## config.mk

```make
export PLATFORM = sky130hd
export DESIGN_NAME = bpgs_ctrl
export DESIGN_NICKNAME = d
export VERILOG_FILES = /design/src/sv/bpgs_pkg.sv /design/src/sv/bpgs_ctrl.sv
export SDC_FILE = /design/constraint.sdc
export NUM_CORES = 1
export LEC_CHECK = 0
export BUFFER_PORTS_ARGS = -buffer_cell sky130_fd_sc_hd__buf_2
export CAP_MARGIN = 0
export CORE_AREA = 2 2 39 41
export CTS_BUF_LIST = sky130_fd_sc_hd__clkbuf_8 sky130_fd_sc_hd__clkbuf_16
export CTS_CLUSTER_DIAMETER = 40
export DETAILED_ROUTE_END_ITERATION = 10
export DIE_AREA = 0 0 41 43
export SYNTH_ARGS = -nofsm -noshare
export SYNTH_HDL_FRONTEND = slang
export SYNTH_SLANG_ARGS = --single-unit
```

## constraint.sdc

```tcl
create_clock -name clk -period 1.3 [get_ports clk]
set_input_delay 0.325 -clock clk [delete_from_list [all_inputs] [get_ports clk]]
set_output_delay 0.325 -clock clk [all_outputs]
set_load 0.02 [all_outputs]
```

## src/sv/bpgs_pkg.sv

```systemverilog
// Shared types and codes for the border padding gather/scatter block.
`default_nettype none
package bpgs_pkg;

  localparam int SAMPLE_W = 32;
  localparam int COORD_W  = 8;
  localparam int ACT_W    = 2;
  localparam int STAT_W   = 2;
  localparam int CFG_IDX_W  = 2;
  localparam int CFG_DATA_W = 8;

  // Action codes.
  localparam logic [ACT_W-1:0] ACT_WRITE = 2'd0;
  localparam logic [ACT_W-1:0] ACT_READ  = 2'd1;
  localparam logic [ACT_W-1:0] ACT_ACCUM = 2'd2;

  // Status codes.
  localparam logic [STAT_W-1:0] ST_OK    = 2'd0;
  localparam logic [STAT_W-1:0] ST_RANGE = 2'd1;
  localparam logic [STAT_W-1:0] ST_SAT   = 2'd2;

  // Configuration register indexes.
  localparam logic [CFG_IDX_W-1:0] CFG_WIDTH  = 2'd0;
  localparam logic [CFG_IDX_W-1:0] CFG_HEIGHT = 2'd1;
  localparam logic [CFG_IDX_W-1:0] CFG_PAD    = 2'd2;
  localparam logic [CFG_IDX_W-1:0] CFG_MODE   = 2'd3;

  // Configuration reset values.
  localparam logic [7:0] RST_WIDTH  = 8'd128;
  localparam logic [7:0] RST_HEIGHT = 8'd128;
  localparam logic [4:0] RST_PAD    = 5'd0;
  localparam logic       RST_MODE   = 1'b0;

  typedef struct packed {
    logic [ACT_W-1:0]          action;
    logic [COORD_W-1:0]        row;
    logic [COORD_W-1:0]        col;
    logic signed [SAMPLE_W-1:0] sample_in;
  } in_req_t;

  typedef struct packed {
    logic signed [SAMPLE_W-1:0] sample_out;
    logic [STAT_W-1:0]          status;
    logic                       in_border;
  } out_rsp_t;

  // Commands from the controller to the datapath.
  typedef struct packed {
    logic load_req;
    logic load_dec;
    logic commit;
  } ctl_t;

endpackage
`default_nettype wire

```

## src/sv/bpgs_ctrl.sv

```systemverilog
// Controller state machine: sequences decode, memory read and commit per request.
`default_nettype none
module bpgs_ctrl (
  input  wire logic        clk,
  input  wire logic        rst_n,
  input  wire logic        in_valid,
  output logic             in_ready,
  output logic             out_valid,
  input  wire logic        out_ready,
  output bpgs_pkg::ctl_t   ctl
);

  localparam logic [1:0] S_IDLE = 2'd0;
  localparam logic [1:0] S_DEC  = 2'd1;
  localparam logic [1:0] S_RD   = 2'd2;
  localparam logic [1:0] S_EXEC = 2'd3;

  logic [1:0] state_r, state_nxt;
  logic       out_valid_r, out_valid_nxt;
  logic       accept;
  logic       commit;

  assign in_ready = (state_r == S_IDLE);
  assign accept   = in_valid && in_ready;
  // Commit only once the result register is free or being drained.
  assign commit   = (state_r == S_EXEC) && (!out_valid_r || out_ready);

  always_comb begin
    state_nxt = state_r;
    case (state_r)
      S_IDLE: if (accept) state_nxt = S_DEC;
      S_DEC:  state_nxt = S_RD;
      S_RD:   state_nxt = S_EXEC;
      S_EXEC: if (commit) state_nxt = S_IDLE;
      default: state_nxt = S_IDLE;
    endcase
  end

  always_comb begin
    out_valid_nxt = out_valid_r;
    if (commit) begin
      out_valid_nxt = 1'b1;
    end else if (out_ready) begin
      out_valid_nxt = 1'b0;
    end
  end

  always_ff @(posedge clk) begin
    if (!rst_n) begin
      state_r     <= S_IDLE;
      out_valid_r <= 1'b0;
    end else begin
      state_r     <= state_nxt;
      out_valid_r <= out_valid_nxt;
    end
  end

  assign out_valid    = out_valid_r;
  assign ctl.load_req = accept;
  assign ctl.load_dec = (state_r == S_DEC);
  assign ctl.commit   = commit;

  a_accept_to_dec: assert property (@(posedge clk) disable iff (!rst_n)
    accept |=> (state_r == S_DEC))
    else $error("accepted request did not enter decode");

  a_stall_holds: assert property (@(posedge clk) disable iff (!rst_n)
    (state_r == S_EXEC && out_valid_r && !out_ready) |=> (state_r == S_EXEC && out_valid_r))
    else $error("result committed over a waiting result");

  a_commit_valid: assert property (@(posedge clk) disable iff (!rst_n)
    commit |=> (out_valid_r && state_r == S_IDLE))
    else $error("commit did not present a result");

endmodule
`default_nettype wire

```

==> metrics.md <==
| Metric | Value |
|---|---|
| Clock share of power | 0.255 |
| Gpl congestion | 0.5621 |
| Power share of the combinational group | 0.577 |
| Synth cell types | 13 |
| Vias | 195 |
| Worst Path Buf+Inv | 2 |
| Minimum clock period | 1.333 ns |
| Vias in the first global route | 174 |
| Antenna violations before repair | 0 |
| Most frequent cells in the layout | buf_2 (5), buf_4 (5), clkbuf_8 (3) |
| Fmax | 0.7499 GHz |
| Clk sinks | 3 |
| CP Max Fanout | 3 |
| Clock transition at path regs | 0.03 ns |
| Cell Pwr Density | 2591 mW/mm² |
| DR DRC count | 0 |
| Ratio of final minimum period to clock period | 1.026 |
| Leak | 0.1906 nW |
| TritonCTS clock tree | built |
| # port buffers | 8 |
| H-Tree Depth | 1 |
| Die height | 43 µm |
| Setup TNS | -0.05728 ns |
| Switching pwr | 0.3499 mW |
| TritonCTS buffer count | 3 |
| Post-route ant nets | 0 |
| CP max-delay cell | dfxtp_2 |
| IR drop worst, VDD | 0.4421 mV |
| Biggest area consumer among synthesized cells | dfxtp_1 |
| Die X | 41 µm |
| Crit path kind | reg2out |
| P_int | 0.6585 mW |
| Via density | 3.679 |
| Fillers | 157 |
| Clk root buf | clkbuf_8 |
| Final Hold Fails | 0 |
| GR Util All Layers | 0.05912 |
| Data arrival time of the critical path | 1.01 ns |
| Max transition margin | 0.9244 |
| Sequential share of power | 0.168 |
| Actual transition at the worst max-transition pin | 0.1103 ns |
| YS warnings | 0 |
| Die area | 0.001763 mm² |
| Max cap viols | 0 |
| CP delay by family, top | flip-flops |
| Hold Crit Class | in2reg |
| Multi-input gate area | 165.2 µm² |
| Layout Skew | 0.001881 ns |
| Seq/Total Area, Yosys | 0.2775 |
| Core box area | 0.001384 mm² |
| Total gr overflow | 0 |
| Row cnt | 14 |
| Drt first pass iters | 3 |
| Max incr delay on CP | 0.34 ns |
| Critical Path End Type | primary output |
| Yosys top cell area share | 0.2775 |
| Layout cells sized above 1 | 0.7027 |
| Pin count of the biggest net entering global routing | 5 |
| Routed Wire Length | 384 µm |
| Register area | 62.56 µm² |
| Top cells by area, synth | dfxtp_1 (28%), ha_1 (23%), buf_4 (6.9%) |
| Fin worst setup slack | -0.03350 ns |
| Post-synthesis register bit count | 3 |
| Synth Cell Area | 216.5 µm² |
| Sw Ratio | 0.3470 |
| Average footprint of a synthesized cell | 9.411 µm² |
| Worst path required time | 0.98 ns |
| Gate Count Post-Synth | 23 |
| Failing checks | setup timing |
| Final Max Tran Viols | 0 |
| First-pass GRT wire length | 593 µm |
| DP Worst Slack | 0.03161 ns |
| Antenna diodes | 0 |
| Starting Density | 0.1564 |
| Syn nets | 31 |
| Avg WL per Cell | 7.245 µm |
| Final setup fails | 2 |
| RSZ-0062 raised after global routing | yes |
| Clock latency at the later pin of the worst-skew pair | 0.21 ns |
| I/O Pins | 9 |
| DR iter-0 viols | 3 |
| P&R area growth vs syn | 79.77% |
| Status | complete, but fails checks |
| Startpoint Class | flop |
| Clock Path Buffers | 2 |
| CP Cell Sequence | inv_2 -> ha_4 -> and2_4 -> buf_6 |
| Fin nets | 46 |
| Total Power | 1.008 mW |
worst paths after layout:
| check | start | endpoint | slack [ns] | depth (start not counted) |
|---|---|---|---|---|
| max | state_r[0]$_SDFFE_PN0P_ | ctl[2] | -0.03 | 4 |
| min | rst_n | out_valid$_SDFFE_PN0P_ | 0.38 | 2 |
| max reg2reg | state_r[0]$_SDFFE_PN0P_ | state_r[0]$_SDFFE_PN0P_ | 0.06 | 6 |
| min reg2reg | state_r[0]$_SDFFE_PN0P_ | state_r[0]$_SDFFE_PN0P_ | 0.59 | 2 |
routing by layer:
metal / wire length [µm] / GRT usage / vias to the layer above
li1: - / - / 102
met3: 39 / 0.06283 / 0
met1: 154 / 0.04473 / 85
met4: 0 / 0.06000 / 0
met5: 0 / 0 / -
met2: 190 / 0.07500 / 8
power groups by stage:
stage               Combinational [mW]  Clock (mW)  Sequential [mW]
floorplan                        0.297           0            0.163
global placement                 0.351           0            0.166
detailed placement               0.351           0            0.168
CTS                              0.536       0.268            0.171
global route                     0.647       0.283            0.175
finish                           0.582       0.257            0.170
cell usage after synthesis:
cell and n:
and2b_2 1, nor2b_1 1, buf_4 2, mux2i_1 1
dfxtp_1 3, nand2_1 2, and2_1 1, ha_1 4
o21a_1 2, inv_1 3, o31a_1 1, a21oi_2 1
and3b_1 1
sequential cells by signal, summed over array words and instances, names as in the netlist:
name       cells
state_r        2
out_valid      1
through the flow:
step,cell area (µm²),hold WS [ns],cells,util
floorplan,219.0,0.4425,23,-
global placement,264.0,0.4962,45,0.1908
detailed placement,264.0,0.5053,45,0.1908
CTS,364.1,0.3820,52,0.2631
global route,389.1,0.3983,53,0.2812
finish,389.1,0.3792,53,0.2812
layout make-up:
class	count	area share
multi-input cells	15	0.4244
repair buffers	12	0.2186
flip-flops and latches	3	0.1608
clock buffers	3	0.1061
well taps	16	0.05145
inverters	3	0.02894
clock inverters	1	0.009646
cells by family after synthesis:
family                     count (synthesis)  synth area share
AOI/OAI and AO/OA                          4            0.1503
buffers and inverters                      5            0.1214
muxes                                      1           0.04624
and+or+nand+nor                            6            0.1735
adders and majority gates                  4            0.2312
DFF                                        3            0.2775
timing repair:
action	CTS	global route
setup buffers	3	1
pin swaps	1	2
resized for setup	12	3
hold buffers	0	0
endpoints found under the setup margin	4	3
(Power assumes the default switching activity.)
